**config.mk**
```make
export PLATFORM = sky130hd
export DESIGN_NAME = least_loaded_server_scheduler_flat
export DESIGN_NICKNAME = d
export VERILOG_FILES = /design/src/hdl/llss_pkg.sv /design/src/hdl/llss_if.sv /design/src/hdl/least_loaded_server_scheduler.sv /design/src/hdl/llss_ctrl.sv /design/src/hdl/llss_dp.sv /design/src/flat_wrapper.sv
export SDC_FILE = /design/constraint.sdc
export NUM_CORES = 1
export LEC_CHECK = 0
export BUFFER_PORTS_ARGS = -buffer_cell sky130_fd_sc_hd__buf_2
export CAP_MARGIN = 20
export CORE_AREA = 2 2 292 207
export CTS_BUF_LIST = sky130_fd_sc_hd__clkbuf_8
export CTS_CLUSTER_DIAMETER = 60
export DETAILED_ROUTE_END_ITERATION = 7
export DIE_AREA = 0 0 294 209
export PLACE_DENSITY = 0.82
export SYNTH_ARGS = -nofsm -noshare
export SYNTH_HDL_FRONTEND = slang
export SYNTH_HIERARCHICAL = 1
export SYNTH_SLANG_ARGS = --single-unit
```
**constraint.sdc**
```tcl
create_clock -name clock -period 13.14 [get_ports clock]
set_input_delay 2.628 -clock clock [delete_from_list [all_inputs] [get_ports clock]]
set_output_delay 2.628 -clock clock [all_outputs]
set_load 0.05 [all_outputs]
```
**src/hdl/llss_pkg.sv**
```systemverilog
// Package for the least-loaded server scheduler.
// Holds field widths, mode codes and the controller/datapath command and status types.
// Depends on nothing; every other file of the block imports it.
`timescale 1ns / 1ps

package llss_pkg;

   localparam int MAX_SERVERS_DEF = 16;

   localparam int MODE_W    = 2;
   localparam int PORT_IDX_W = 4;
   localparam int RATE_W    = 8;
   localparam int ITEMS_W   = 8;
   localparam int BUSY_W    = 32;
   localparam int CNT_W     = 5;
   localparam int PROD_W    = RATE_W + ITEMS_W;

   localparam logic [CNT_W-1:0] CNT_RESET = 5'd16;

   localparam logic [MODE_W-1:0] MODE_LOAD  = 2'd0;
   localparam logic [MODE_W-1:0] MODE_JOB   = 2'd1;
   localparam logic [MODE_W-1:0] MODE_CLEAR = 2'd2;

   typedef struct packed {
      logic load_rate;
      logic clear_batch;
      logic start_job;
      logic scan_read;
      logic read_rate;
      logic multiply;
      logic commit;
   } cmd_type;

   typedef struct packed {
      logic scan_end;
      logic slot_free;
   } status_type;

endpackage

```
**src/hdl/llss_if.sv**
```systemverilog
// Valid/ready channel interfaces for the scheduler's request and response sides.
// Depends on llss_pkg for the field widths.
`timescale 1ns / 1ps

interface llss_req_if;
   import llss_pkg::*;

   logic                  valid;
   logic                  ready;
   logic [MODE_W-1:0]     mode;
   logic [PORT_IDX_W-1:0] server_index;
   logic [RATE_W-1:0]     rate;
   logic [ITEMS_W-1:0]    item_count;
   logic                  last;

   modport source (output valid, mode, server_index, rate, item_count, last, input ready);
   modport sink   (input valid, mode, server_index, rate, item_count, last, output ready);
endinterface

interface llss_rsp_if;
   import llss_pkg::*;

   logic                  valid;
   logic                  ready;
   logic [PORT_IDX_W-1:0] chosen_server;
   logic [BUSY_W-1:0]     finish_time;
   logic [BUSY_W-1:0]     makespan;
   logic                  final_res;

   modport source (output valid, chosen_server, finish_time, makespan, final_res, input ready);
   modport sink   (input valid, chosen_server, finish_time, makespan, final_res, output ready);
endinterface

```
**src/hdl/least_loaded_server_scheduler.sv**
```systemverilog
// Least-loaded server scheduler: a job scans the busy times of the n active servers,
// then reads the rate, multiplies and commits; the commit waits for a free response slot.
// The scan reads one busy time per cycle from the busy-time memory.
// Rate loads and batch clears return nothing.
// Reset clears all busy times (through valid bits) and the makespan, and sets the
// server count to sixteen; server rates are undefined until loaded.
`timescale 1ns / 1ps

module least_loaded_server_scheduler #(
   parameter int MAX_SERVERS = llss_pkg::MAX_SERVERS_DEF
) (
   input  logic                      clock,
   input  logic                      reset,
   llss_req_if.sink                  req_bus,
   llss_rsp_if.source                rsp_bus,
   input  logic                      csr_we,
   input  logic [llss_pkg::CNT_W-1:0] csr_wdata
);
   import llss_pkg::*;

   cmd_type    cmd;
   status_type status;
   logic       req_ready;

   assign req_bus.ready = req_ready;

   llss_ctrl u_ctrl (
      .clock     (clock),
      .reset     (reset),
      .req_valid (req_bus.valid),
      .req_mode  (req_bus.mode),
      .req_ready (req_ready),
      .status    (status),
      .cmd       (cmd)
   );

   llss_dp #(
      .MAX_SERVERS (MAX_SERVERS)
   ) u_dp (
      .clock            (clock),
      .reset            (reset),
      .csr_we           (csr_we),
      .csr_wdata        (csr_wdata),
      .req_server_index (req_bus.server_index),
      .req_rate         (req_bus.rate),
      .req_item_count   (req_bus.item_count),
      .req_last         (req_bus.last),
      .cmd              (cmd),
      .status           (status),
      .rsp_bus          (rsp_bus)
   );

endmodule

```
**src/hdl/llss_ctrl.sv**
```systemverilog
// Controller state machine of the scheduler: request handshake and job sequencing.
// Depends on llss_pkg for the command and status types and the mode codes.
`timescale 1ns / 1ps

module llss_ctrl (
   input  logic                       clock,
   input  logic                       reset,
   input  logic                       req_valid,
   input  logic [llss_pkg::MODE_W-1:0] req_mode,
   output logic                       req_ready,
   input  llss_pkg::status_type       status,
   output llss_pkg::cmd_type          cmd
);
   import llss_pkg::*;

   typedef enum logic [2:0] {
      S_IDLE,
      S_SCAN,
      S_SETTLE,
      S_RATE,
      S_MUL,
      S_COMMIT
   } state_type;

   state_type state_ff, state_in;
   logic      ready_ff, ready_in;
   logic      accept;

   assign accept    = req_valid && ready_ff;
   assign req_ready = ready_ff;

   always_comb begin
      state_in = state_ff;
      cmd      = '0;
      case (state_ff)
         S_IDLE: begin
            if (accept) begin
               case (req_mode)
                  MODE_LOAD:  cmd.load_rate = 1'b1;
                  MODE_CLEAR: cmd.clear_batch = 1'b1;
                  MODE_JOB: begin
                     cmd.start_job = 1'b1;
                     state_in      = S_SCAN;
                  end
                  default: ;
               endcase
            end
         end
         S_SCAN: begin
            cmd.scan_read = 1'b1;
            if (status.scan_end) begin
               state_in = S_SETTLE;
            end
         end
         // The compare of the last busy time read lands at this edge.
         S_SETTLE: state_in = S_RATE;
         S_RATE: begin
            cmd.read_rate = 1'b1;
            state_in      = S_MUL;
         end
         S_MUL: begin
            cmd.multiply = 1'b1;
            state_in     = S_COMMIT;
         end
         S_COMMIT: begin
            if (status.slot_free) begin
               cmd.commit = 1'b1;
               state_in   = S_IDLE;
            end
         end
         default: state_in = S_IDLE;
      endcase
      ready_in = (state_in == S_IDLE);
   end

   always_ff @(posedge clock) begin
      if (reset) begin
         state_ff <= S_IDLE;
         ready_ff <= 1'b0;
      end else begin
         state_ff <= state_in;
         ready_ff <= ready_in;
      end
   end

endmodule

```
**src/hdl/llss_dp.sv**
```systemverilog
// Datapath of the scheduler: rate and busy-time memories, minimum scan,
// multiply-accumulate with saturation, makespan and the response register.
// Depends on llss_pkg and the llss_rsp_if interface.
`timescale 1ns / 1ps

module llss_dp #(
   parameter int MAX_SERVERS = llss_pkg::MAX_SERVERS_DEF
) (
   input  logic                           clock,
   input  logic                           reset,
   input  logic                           csr_we,
   input  logic [llss_pkg::CNT_W-1:0]      csr_wdata,
   input  logic [llss_pkg::PORT_IDX_W-1:0] req_server_index,
   input  logic [llss_pkg::RATE_W-1:0]     req_rate,
   input  logic [llss_pkg::ITEMS_W-1:0]    req_item_count,
   input  logic                           req_last,
   input  llss_pkg::cmd_type              cmd,
   output llss_pkg::status_type           status,
   llss_rsp_if.source                     rsp_bus
);
   import llss_pkg::*;

   // Only sixteen servers are addressable through the four-bit index.
   localparam int DEPTH = (MAX_SERVERS < 16) ? MAX_SERVERS : 16;
   localparam int IDX_W = (DEPTH > 1) ? $clog2(DEPTH) : 1;
   localparam logic [CNT_W-1:0] DEPTH_CNT = CNT_W'(DEPTH);

   logic [RATE_W-1:0] rate_mem [DEPTH];
   logic [BUSY_W-1:0] busy_mem [DEPTH];
   logic [DEPTH-1:0]  busy_vld_ff;

   logic [CNT_W-1:0]   csr_count_ff;
   logic [CNT_W-1:0]   n_ff, n_in;
   logic [ITEMS_W-1:0] items_ff;
   logic               last_ff;
   logic [IDX_W-1:0]   scan_addr_ff;
   logic [BUSY_W-1:0]  busy_rd_ff;
   logic [IDX_W-1:0]   rd_idx_ff;
   logic               rd_vld_ff;
   logic               first_ff;
   logic [IDX_W-1:0]   best_idx_ff;
   logic [BUSY_W-1:0]  best_busy_ff;
   logic [RATE_W-1:0]  rate_rd_ff;
   logic [PROD_W-1:0]  prod_ff;
   logic [BUSY_W-1:0]  max_ff, max_in;
   logic [BUSY_W:0]    sum;
   logic [BUSY_W-1:0]  sat;
   logic               take;

   logic                  rsp_valid_ff, rsp_valid_in;
   logic [PORT_IDX_W-1:0] rsp_server_ff;
   logic [BUSY_W-1:0]     rsp_finish_ff;
   logic [BUSY_W-1:0]     rsp_makespan_ff;
   logic                  rsp_final_ff;

   // A count of zero means one server; a count above the depth is clipped.
   always_comb begin
      n_in = csr_count_ff;
      if (csr_count_ff == '0) begin
         n_in = CNT_W'(1);
      end else if (csr_count_ff > DEPTH_CNT) begin
         n_in = DEPTH_CNT;
      end
   end

   assign status.scan_end  = (CNT_W'(scan_addr_ff) + CNT_W'(1)) == n_ff;
   assign status.slot_free = !rsp_valid_ff || rsp_bus.ready;

   assign take = rd_vld_ff && (first_ff || (busy_rd_ff < best_busy_ff));

   assign sum    = {1'b0, best_busy_ff} + (BUSY_W + 1)'(prod_ff);
   assign sat    = sum[BUSY_W] ? '1 : sum[BUSY_W-1:0];
   assign max_in = (sat > max_ff) ? sat : max_ff;

   assign rsp_valid_in = cmd.commit ? 1'b1 : (rsp_bus.ready ? 1'b0 : rsp_valid_ff);

   always_ff @(posedge clock) begin
      if (reset) begin
         csr_count_ff <= CNT_RESET;
      end else if (csr_we) begin
         csr_count_ff <= csr_wdata;
      end
   end

   always_ff @(posedge clock) begin
      if (cmd.load_rate && (CNT_W'(req_server_index) < DEPTH_CNT)) begin
         rate_mem[req_server_index[IDX_W-1:0]] <= req_rate;
      end
      if (cmd.read_rate) begin
         rate_rd_ff <= rate_mem[best_idx_ff];
      end
   end

   always_ff @(posedge clock) begin
      if (cmd.commit) begin
         busy_mem[best_idx_ff] <= sat;
      end
      if (cmd.scan_read) begin
         busy_rd_ff <= busy_vld_ff[scan_addr_ff] ? busy_mem[scan_addr_ff] : '0;
         rd_idx_ff  <= scan_addr_ff;
      end
   end

   // Valid bits stand in for clearing the busy-time memory.
   always_ff @(posedge clock) begin
      if (reset || cmd.clear_batch) begin
         busy_vld_ff <= '0;
         max_ff      <= '0;
      end else if (cmd.commit) begin
         busy_vld_ff[best_idx_ff] <= 1'b1;
         max_ff                   <= max_in;
      end
   end

   always_ff @(posedge clock) begin
      if (reset) begin
         rd_vld_ff    <= 1'b0;
         first_ff     <= 1'b0;
         rsp_valid_ff <= 1'b0;
      end else begin
         rd_vld_ff    <= cmd.scan_read;
         rsp_valid_ff <= rsp_valid_in;
         if (cmd.start_job) begin
            first_ff <= 1'b1;
         end else if (rd_vld_ff) begin
            first_ff <= 1'b0;
         end
      end
   end

   always_ff @(posedge clock) begin
      if (cmd.start_job) begin
         n_ff         <= n_in;
         items_ff     <= req_item_count;
         last_ff      <= req_last;
         scan_addr_ff <= '0;
      end else if (cmd.scan_read) begin
         scan_addr_ff <= scan_addr_ff + IDX_W'(1);
      end
      if (take) begin
         best_idx_ff  <= rd_idx_ff;
         best_busy_ff <= busy_rd_ff;
      end
      if (cmd.multiply) begin
         prod_ff <= PROD_W'(items_ff) * PROD_W'(rate_rd_ff);
      end
      if (cmd.commit) begin
         rsp_server_ff   <= PORT_IDX_W'(best_idx_ff);
         rsp_finish_ff   <= sat;
         rsp_makespan_ff <= max_in;
         rsp_final_ff    <= last_ff;
      end
   end

   assign rsp_bus.valid         = rsp_valid_ff;
   assign rsp_bus.chosen_server = rsp_server_ff;
   assign rsp_bus.finish_time   = rsp_finish_ff;
   assign rsp_bus.makespan      = rsp_makespan_ff;
   assign rsp_bus.final_res     = rsp_final_ff;

   a_makespan_covers_finish: assert property (@(posedge clock) disable iff (reset)
      rsp_valid_ff |-> (rsp_makespan_ff >= rsp_finish_ff))
      else $error("makespan below finish time of the pending response");

   a_scan_in_range: assert property (@(posedge clock) disable iff (reset)
      cmd.scan_read |-> (CNT_W'(scan_addr_ff) < n_ff))
      else $error("scan address beyond the active server count");

   a_best_in_range: assert property (@(posedge clock) disable iff (reset)
      cmd.commit |-> (CNT_W'(best_idx_ff) < n_ff))
      else $error("chosen server beyond the active server count");

   a_commit_slot_free: assert property (@(posedge clock) disable iff (reset)
      cmd.commit |-> (!rsp_valid_ff || rsp_bus.ready))
      else $error("response overwritten before its transfer");

endmodule
```
**src/flat_wrapper.sv**
```systemverilog
// flat-port wrapper written by rule: the top's interface ports become plain ports
module least_loaded_server_scheduler_flat import llss_pkg::*;
#(
   parameter int MAX_SERVERS = llss_pkg::MAX_SERVERS_DEF
)
  (clock, reset, csr_we, csr_wdata, req_bus_valid, req_bus_mode, req_bus_server_index, req_bus_rate, req_bus_item_count, req_bus_last, req_bus_ready, rsp_bus_valid, rsp_bus_chosen_server, rsp_bus_finish_time, rsp_bus_makespan, rsp_bus_final_res, rsp_bus_ready);
  llss_req_if req_bus_i ();
  llss_rsp_if rsp_bus_i ();
  input  logic clock;
  input  logic reset;
  input  logic csr_we;
  input  logic [llss_pkg::CNT_W-1:0] csr_wdata;
  input wire logic [$bits(req_bus_i.valid)-1:0] req_bus_valid;
  input wire logic [$bits(req_bus_i.mode)-1:0] req_bus_mode;
  input wire logic [$bits(req_bus_i.server_index)-1:0] req_bus_server_index;
  input wire logic [$bits(req_bus_i.rate)-1:0] req_bus_rate;
  input wire logic [$bits(req_bus_i.item_count)-1:0] req_bus_item_count;
  input wire logic [$bits(req_bus_i.last)-1:0] req_bus_last;
  output wire logic [$bits(req_bus_i.ready)-1:0] req_bus_ready;
  output wire logic [$bits(rsp_bus_i.valid)-1:0] rsp_bus_valid;
  output wire logic [$bits(rsp_bus_i.chosen_server)-1:0] rsp_bus_chosen_server;
  output wire logic [$bits(rsp_bus_i.finish_time)-1:0] rsp_bus_finish_time;
  output wire logic [$bits(rsp_bus_i.makespan)-1:0] rsp_bus_makespan;
  output wire logic [$bits(rsp_bus_i.final_res)-1:0] rsp_bus_final_res;
  input wire logic [$bits(rsp_bus_i.ready)-1:0] rsp_bus_ready;
  assign req_bus_i.valid = req_bus_valid;
  assign req_bus_i.mode = req_bus_mode;
  assign req_bus_i.server_index = req_bus_server_index;
  assign req_bus_i.rate = req_bus_rate;
  assign req_bus_i.item_count = req_bus_item_count;
  assign req_bus_i.last = req_bus_last;
  assign req_bus_ready = req_bus_i.ready;
  assign rsp_bus_valid = rsp_bus_i.valid;
  assign rsp_bus_chosen_server = rsp_bus_i.chosen_server;
  assign rsp_bus_finish_time = rsp_bus_i.finish_time;
  assign rsp_bus_makespan = rsp_bus_i.makespan;
  assign rsp_bus_final_res = rsp_bus_i.final_res;
  assign rsp_bus_i.ready = rsp_bus_ready;
  least_loaded_server_scheduler #(.MAX_SERVERS(MAX_SERVERS)) u_core (.clock(clock), .reset(reset), .req_bus(req_bus_i), .rsp_bus(rsp_bus_i), .csr_we(csr_we), .csr_wdata(csr_wdata));
endmodule
```
Word level (Yosys, flattened, before mapping) --
Memories as Yosys holds them, arrays and structs flattened. A register that Yosys moved wholly into a read port is not among the register bits. Index checks and enable logic that the tools add are counted.
Storage, ports and cells: flip-flop bits (word level) 203, bits in writable memories 640, input port bits 33, output and inout bits 71, logic and storage cells 87, memories 2
Cells by class: add/sub/neg operators 3, multiply operators 1, order comparisons 6, eq/ne operators 8, muxes and demuxes 30, bitwise operators 1, reduce and logical (&&, ||, !) cells 15
Memories:
- u_core.u_dp.busy_mem | words 16, bits a word 32, read ports 1, clocked after Yosys merged registers in 1, wr ports 1, line llss_dp.sv:29 | logic [BUSY_W-1:0] busy_mem [DEPTH];
- u_core.u_dp.rate_mem | words 16, bits a word 8, read ports 1, clocked after Yosys merged registers in 1, wr ports 1, line llss_dp.sv:28 | logic [RATE_W-1:0] rate_mem [DEPTH];
Operators with widths (count):
- 32-bit 2-to-1 mux | 2
- 32-bit by 16-bit adder with 33-bit output | 1
- 32-bit > comparator | 1
- 32-bit less-than comparator | 1
- 1-bit 2-to-1 mux | 18
- 3-bit 2-to-1 mux | 6
- 3-bit one-hot mux with 6 select lines | 1
- 8-bit by 8-bit multiplier with 16-bit output | 1
- 16-bit OR | 1
- 4-bit by 5-bit less-than comparator with 1-bit output, second input constant | 2
- 3-bit by 2-bit == test with 1-bit output, second input constant | 2
- 3-bit == test, second input constant | 2
- 3-bit logical NOT | 2
- 4-bit by 1-bit adder with 5-bit output, second input constant | 1
- 5-bit == test | 1
- 5-bit > comparator, second input constant | 1
- 5-bit logical NOT | 1
- 5-bit 2-to-1 mux | 1
- 4-bit by 1-bit adder with 4-bit output, second input constant | 1
- 1-bit binary-select mux with 4-bit select | 1
- 1-bit demux with 4-bit select | 1
- 4-bit by 1-bit greater-or-equal comparator with 1-bit output, second input constant | 1
- 2-bit nonzero test | 2
- 3-bit by 1-bit == test with 1-bit output, second input constant | 1
- other kinds (7) | 12

Longest topological paths before layout --
Gate-level depths: netlist of run 1.
depth in word-level cells 6, gate-level depth with buffers 19, mapped depth without buffers 17

Cells and area by module --
Netlist of run 1, hierarchy kept.
By module, submodules not included:
- llss_dp | instances 1, cells an instance 2090, area each 37448.4 µm², sequential area each 25794.7 µm²
- llss_ctrl | instances 1, cells an instance 35, area each 314.1 µm², sequential area each 80.1 µm²

Worst setup path before layout of run 1 --
OpenSTA, ideal clock, no wires.
kind in2reg, from input rsp_bus_ready, to memory u_core.u_dp.busy_mem[0][0], enable pin, library setup time 0.463 ns, arrival time 9.354 ns, required time 12.677 ns, slack 3.322 ns, cell stages on the path 6, buffers on the path 0, cell sequence nand2b_1 -> nand2_1 -> nor2_1 -> inv_1 -> or3_1 -> nor3_1
RTL lines:
- start: declaration | line flat_wrapper.sv:25 | input wire logic [$bits(rsp_bus_i.ready)-1:0] rsp_bus_ready;
- end: declaration | line llss_dp.sv:29

Final worst setup path of run 1 --
from register u_core.u_dp.best_busy_ff[0], to register u_core.u_dp.rsp_makespan_ff[30], in the netlist u_core/u_dp/rsp_bus.makespan[30], data pin
On the way: cells in the longest elaborated chain, start to end 4
RTL lines:
- start: declaration | line llss_dp.sv:42 | logic [BUSY_W-1:0] best_busy_ff;
- start signal: assignment | line llss_dp.sv:142 | best_busy_ff <= busy_rd_ff;
- 32-bit by 16-bit adder with 33-bit output | line llss_dp.sv:71 | assign sum = {1'b0, best_busy_ff} + (BUSY_W + 1)'(prod_ff);
- 32-bit 2-to-1 mux | line llss_dp.sv:72 | assign sat = sum[BUSY_W] ? '1 : sum[BUSY_W-1:0];
- net u_core.u_dp.sat[9] | line llss_dp.sv:47 | logic [BUSY_W-1:0] sat;
- 32-bit > comparator | line llss_dp.sv:73 | assign max_in = (sat > max_ff) ? sat : max_ff;
- 32-bit 2-to-1 mux | line llss_dp.sv:73
- net u_core.u_dp.max_in[30] | line llss_dp.sv:45 | logic [BUSY_W-1:0] max_ff, max_in;
- end signal: assignment | line llss_dp.sv:150 | rsp_makespan_ff <= max_in;
- end: declaration | line llss_dp.sv:53 | logic [BUSY_W-1:0] rsp_makespan_ff;
The timed path passes the listed nets, and every way through them passes these cells. A chain may end at the register's enable or synchronous reset.

==> summary.txt, run 1 <==
Timing
  – RSZ-0062 raised after global routing: no
  – Final min period: ~6.2 ns
  – Fin. max-slew vios: 0
  – Worst Skew: between 0.04 and 0.05 ns
  – Peak Freq: about 160 MHz
  – Worst-Margin Slew: between 1 and 1.5 ns
  – Hold Fails Final Rpt: 0
  – Tcrit/Tclk final: 0.470
  – TNS Setup: 0 ns
  – PnR worst setup slack: ~7 ns
  – Rel. slew slack: 0.304
  – Setup violators final: 0

Floorplan
  – Area of the die: ~61000 sq um
  – I/O pin total: 104
  – Starting density of the core: 0.640
  – Core area: just under 60000 sq um
  – Die X: ~290 microns
  – Row Count: between 70 and 80
  – Die Y: 209 microns

Clock network
  – Setup bufs post-CTS: 0
  – Clk root buf: clkbuf_8
  – # H-tree levels: 3
  – Longest Clk Path Bufs: 3
  – Clk_lat worst skew: about 0.76 ns
  – CTS Hold Buffers Added: 0
  – CTS tree: built
  – TritonCTS Buffers: about 120
  – Clock sink total: 883
  – Resized cells post-CTS: 0
  – Clock transition at path regs: about 0.07 ns

Finish
  – Area Growth Syn to Fin: 9.93%
  – Post-route insts no fill: roughly 3200
  – N_diodes: 0
  – # fillers: roughly 3500
  – Multi-input logic area: roughly 11000 sq um
  – Layout cells sized above 1: 0.239
  – Final core occ: 0.703
  – Sequential cell area: about 26000 sq um
  – Nets: approximately 2500

Pwr
  – Peak supply drop: 0.119 mV
  – Static Leak: about 14 nW
  – Power consumption: 6.01 mW
  – PD cells: between 100 and 150 nW/um^2

Worst setup path
  – Crit path cell chain: ha_1 -> fa_1 -> a211o_1 -> nand2_1 -> a311oi_2 -> o211ai_4 -> buf_4 -> nand2_1 -> ha_1 -> nand4_1 -> nor4_1 -> nand2_1 -> nand2_1 -> o22a_2 -> mux2_2
  – CP max stage delay: between 0.8 and 0.9 ns
  – CP Data Required Time: 13.64 ns
  – Slowest cell on crit path: o22a_2
  – Critical path class: reg -> reg
  – Crit start category: flop
  – Crit end category: flop
  – Most numerous cell on the critical path: nand2_1
  – Crit-path max FO: between 40 and 50
  – Depth of the worst register-to-register path: 15
  – CP arrival: approximately 6.7 ns

Yosys
  – Post-synth EDFFs: 819
  – Sequential share of the synthesized area: 0.685
  – Synth unique cells: 84
  – Post-synth top cells: edfxtp_1 (819), mux4_2 (204), inv_1 (134)
  – Top post-synthesis cells by area: edfxtp_1 (65%), mux4_2 (12%), ha_1 (3.9%)
  – Syn avg cell area: between 15 and 20 sq um
  – FFs w/ async S/R, synth: 0
  – Most frequent cell after synthesis: edfxtp_1
  – Top FF cell, synth: edfxtp_1
  – Yosys warnings: 6
  – Yosys top cell area share: 0.651
  – Cell area after synthesis: about 38000 sq um
  – Cells after Synth: between 2000 and 2500
  – Post-synth top area cell: edfxtp_1
  – Number of register bits inferred by synthesis: roughly 900
  – Post-synth net total: between 2000 and 2500

Run
  – # Max-Cap Violations: 0

GRT
  – Total GRT Usage: 0.288
  – Initial antenna violation count: 3
  – Vias in the first global route: between 20000 and 25000
  – Total gr overflow: 0
  – Largest net degree at the start of global routing: 67
  – First-pass GRT wire length: about 130000 microns

Drt
  – Remaining DRCs: 0
  – First-pass detailed-route iteration total: 6
  – Post-detailed-route count of antenna-violating nets: 0
  – Detailed router's first-iteration violation count: 2642
  – Final wirelength: 86700 microns
  – DR WL/cell: 27.3 microns
  – Vias per inst: 6.51
  – Via count: between 20000 and 25000

Placed design
  – RePlAce Congestion: 0.949
  – Place WS: roughly 7.0 ns
  – Post-Place Cells: 2959
  – Port-buffer cells: ~100
  – Post-DP HPWL: between 50000 and 60000 microns

Status
  – Outcome: finished, final reports clean

Min path
  – Hold crit path type: reg -> reg
  – Cells on Worst Hold Path: 0
[cells in the final DEF (no fill, tap or decap), types with 6 or more instances in the layout]
cell type,synthesis,routed
dfxtp_1,64,60
a31oi_1,11,11
clkbuf_8,0,127
a211oi_1,10,10
o21ai_0,26,26
a21o_1,19,19
clkinv_1,0,21
nor3_2,3,8
inv_1,134,179
edfxtp_1,819,819
buf_2,35,103
xnor2_1,24,24
ha_1,118,118
nor4_1,8,8
mux2_1,8,8
mux2i_1,12,12
fa_1,37,37
nor2_1,121,107
nand3_1,13,13
xor2_1,16,16
nor3_1,23,18
a311oi_1,15,15
nand2_1,92,92
and2_1,32,32
or3_1,6,6
buf_4,2,41
nor2b_1,37,37
nor2_4,1,15
mux4_2,204,204
clkinv_2,0,14
mux2_2,16,16
nand4_1,21,21
nand2b_1,12,12
a21oi_1,56,56
[worst paths after layout]
check	startpoint	end	slack [ns]
max	u_core/u_dp/best_busy_ff[0]	u_core/u_dp/rsp_bus.makespan[30]	6.97
min	u_core/u_dp/last_ff	u_core/u_dp/rsp_bus.final_res	0.42
max reg2reg	u_core/u_dp/best_busy_ff[0]	u_core/u_dp/rsp_bus.makespan[30]	6.97
min reg2reg	u_core/u_dp/last_ff	u_core/u_dp/rsp_bus.final_res	0.42
[through the flow]
stage                     hold slack [ns]  cell area (sq um)
final                               0.420              41500
after global routing                0.426              41500
after CTS                           0.421              41500
after detailed placement            0.405              39300
after global placement              0.403              39300
after floorplan                     0.400              37800
[worst max-delay path, delay by kind of cell, from the launching register on]
kind                     cells  cell delay, ns
multiplexers                 1            0.43
AND/OR/NAND/NOR              6            1.56
AO/OA/AOI/OAI                4            1.85
buffers and inverters        1            0.43
adder cells (fa/ha/maj)      3            1.22
flip-flops                   1            0.41
[final cells by class]
class | count | area share
sequential | 883 | 0.624
multi-input combinational | 1027 | 0.269
clock buffer | 126 | 0.0418
tap | 770 | 0.0232
timing repair buffer | 145 | 0.0202
inverter | 135 | 0.0122
clock inverter | 88 | 0.0105
[sequential cells by signal, indices dropped and copies added, names as in the netlist, 3 cells and up]
register	count
u_core/u_dp/best_idx_ff	4
u_core/u_dp/best_busy_ff	32
u_core/u_ctrl/state_ff	3
u_core/u_dp/prod_ff	16
u_core/u_dp/rsp_bus.makespan	32
u_core/u_dp/rsp_bus.chosen_server	4
u_core/u_dp/busy_mem	512
u_core/u_dp/rd_idx_ff	4
u_core/u_dp/max_ff	32
u_core/u_dp/rate_rd_ff	8
u_core/u_dp/busy_rd_ff	32
u_core/u_dp/rate_mem	128
u_core/u_dp/busy_vld_ff	16
u_core/u_dp/items_ff	8
u_core/u_dp/rsp_bus.finish_time	32
u_core/u_dp/scan_addr_ff	4
u_core/u_dp/csr_count_ff	5
u_core/u_dp/n_ff	5
[routing by layer]
metal	wire [microns]	track usage	vias up	part of all wire
li1	-	-	8709	-
met1	33700	0.415	10600	0.39
met2	39900	0.427	1222	0.46
met3	10400	0.0815	165	0.12
met4	2770	0.103	0	0.032
met5	0	0	-	0
[where the power goes]
part           switching (mW)  total [mW]  internal (mW)
registers              0.0689        3.14           3.08
clock network            1.01        1.92          0.912
logic                   0.431       0.941          0.510
[cell families (layout without fill, tap and decap cells)]
| kind of cell | after synthesis | after routing | synth area share |
|---|---|---|---|
| simple gates | 395 | 395 | 0.0525 |
| flops | 883 | 883 | 0.685 |
| mux | 240 | 240 | 0.132 |
| compound gates | 197 | 197 | 0.0388 |
| fa+ha+maj | 155 | 155 | 0.0587 |
| xor+xnor | 40 | 40 | 0.00928 |
| buf+inv | 215 | 494 | 0.0235 |
Note: power is estimated with default switching activity, not from simulation.
==> run 2: changes to the inputs <==
clock period = 5.8 ns   (was 13.14 ns; I/O delays follow)
==> summary.txt, run 2 (synthesis results as in run 1) <==
Worst setup path
  – Crit end category: flop
  – Depth of the worst register-to-register path: 17
  – Crit start category: flop
  – CP arrival: about 6 ns
  – RR Endpoint: u_core/u_dp/rsp_bus.makespan[14]
  – Critical path class: reg -> reg
  – Crit-path max FO: 28
  – CP Data Required Time: 6.26 ns
  – Worst r2r src: u_core/u_dp/best_busy_ff[0]
  – R2R setup slack: around 0.34 ns

Clock network
  – TritonCTS Buffers: ~130
  – CTS Hold Buffers Added: 0
  – CTS tree: built
  – Setup bufs post-CTS: 0
  – Clk root buf: clkbuf_8
  – Clk_lat worst skew: roughly 0.74 ns
  – Clock sink total: a little under 900
  – Longest Clk Path Bufs: 3
  – # H-tree levels: 4
  – Clock transition at path regs: around 0.06 ns

Status
  – Outcome: finished, final reports clean

Drt
  – Met3 wire length: 10200 microns
  – Post-detailed-route count of antenna-violating nets: 0
  – Remaining DRCs: 0
  – Vias per inst: about 6.5
  – DR WL/cell: roughly 27 microns
  – Highest routing layer actually used: met5
  – Detailed router's first-iteration violation count: between 2000 and 3000
  – M1 wire length: ~35000 microns
  – Met2 WL: approximately 40000 microns
  – First-pass detailed-route iteration total: 5
  – Final wirelength: 86800 microns
  – Via count: 20800

Timing
  – TNS Setup: 0 ns
  – Peak Freq: 183 MHz
  – Final min period: 5.46 ns
  – Worst Skew: between 0.04 and 0.05 ns
  – Hold Fails Final Rpt: 0
  – Worst-Margin Slew: around 1.0 ns
  – Tcrit/Tclk final: 0.942
  – Fin. max-slew vios: 0
  – Setup violators final: 0
  – Hold Slack: a little over 0.4 ns
  – Rel. slew slack: 0.316
  – RSZ-0062 raised after global routing: no

Finish
  – Biggest register: u_core/u_dp/busy_mem
  – Area Growth Syn to Fin: 11.6%
  – Nets: about 2500
  – N_diodes: 0
  – Multi-input logic area: approximately 11000 sq um
  – Layout cells sized above 1: 0.252
  – Largest register FFs: 512
  – Most frequent cells in the layout: edfxtp_1 (819), mux4_2 (204), inv_1 (183), clkbuf_8 (143), ha_1 (118)
  – Leading cell type in the layout, fill and taps excluded: edfxtp_1
  – Final core occ: 0.714
  – Fin area: approximately 42000 sq um
  – Sequential cell area: roughly 26000 sq um
  – # fillers: about 3500

GRT
  – Initial antenna violation count: 1
  – Total GRT Usage: 0.289
  – First-pass GRT wire length: about 130000 microns
  – Vias in the first global route: approximately 21000
  – Total gr overflow: 0
  – Largest net degree at the start of global routing: between 70 and 80

Placed design
  – Post-DP HPWL: 53700 microns
  – RePlAce Congestion: 0.951
  – DP Area: 39600 sq um
  – Port-buffer cells: between 100 and 150

Min path
  – Hold crit path type: reg -> reg
  – HP Start: u_core/u_dp/rd_idx_ff[1]
  – Cells on Worst Hold Path: 0
  – Sink of the worst hold path: u_core/u_dp/best_idx_ff[1]

Floorplan
  – Area of the die: approximately 60000 sq um
  – Starting density of the core: 0.640
  – Die Y: 209 microns
  – Core area: 59000 sq um
  – I/O pin total: 104
  – Row Count: between 70 and 80
  – Die X: roughly 300 microns

Pwr
  – Static Leak: ~15 nW
  – Peak supply drop: about 0.19 mV
  – PD cells: ~330 nW/um^2
  – Power consumption: 14.1 mW

Run
  – # Max-Cap Violations: 0
[run 2: per-stage QoR]
step / instances / setup WS, ns
after floorplan: 2125 / 0.210
after global placement: 2983 / 0.490
after detailed placement: 2987 / 0.253
after CTS: 3219 / 0.200
after global routing: 3219 / 0.0887
final: 3219 / 0.336
[run 2: per-layer routing]
metal | vias up | global-route usage
met2 | 1266 | 0.426
li1 | 8797 | -
met5 | - | 0
met4 | 2 | 0.0744
met1 | 10600 | 0.443
met3 | 128 | 0.0692
[run 2: how the worst max path moves through the flow]
stage	start	to	slack (ns)	cells past startpoint
after floorplan	rsp_bus_ready	u_core/u_dp/busy_mem[1][0]	0.21	5
after global placement	u_core/u_dp/best_busy_ff[5]	u_core/u_dp/rsp_bus.makespan[10]	0.49	15
after detailed placement	u_core/u_dp/best_busy_ff[5]	u_core/u_dp/rsp_bus.makespan[14]	0.25	15
after CTS	u_core/u_dp/best_busy_ff[5]	u_core/u_dp/rsp_bus.makespan[14]	0.20	15
after global routing	u_core/u_dp/best_busy_ff[0]	u_core/u_dp/rsp_bus.makespan[14]	0.09	17
final	u_core/u_dp/best_busy_ff[0]	u_core/u_dp/rsp_bus.makespan[14]	0.34	17
[run 2: report_power, final]
part           total [mW]  internal [mW]  switching [mW]
clock                4.83           2.50            2.33
combinational        2.08           1.17           0.917
sequential           7.19           6.97           0.221
[run 2: what timing repair did]
action	in CTS	in global routing
gates resized for setup	0	3
endpoints found under the hold margin	0	0
endpoints found under the setup margin	0	8
[run 2: area by class of cell]
| cell class | count | area share |
|---|---|---|
| clock buffers | 143 | 0.0467 |
| clock inverters | 89 | 0.0124 |
| inverters | 135 | 0.0120 |
| multi-input cells | 1027 | 0.266 |
| flip-flops and latches | 883 | 0.614 |
| well taps | 770 | 0.0229 |
| repair buffers | 172 | 0.0257 |
[run 2: worst max-delay path: stages, from the launching register on]
cell      delay (ns)
edfxtp_1        0.39
ha_1            0.27
fa_1            0.45
a211o_1         0.32
nand2_1         0.12
a311oi_2        0.23
o211ai_4        0.54
buf_4           0.30
nand2_1         0.07
buf_4           0.20
ha_1            0.33
nand4_1         0.22
nor4_1          0.48
nand2_1         0.16
nand2_1         0.17
o22a_4          0.33
buf_12          0.23
mux2_1          0.35
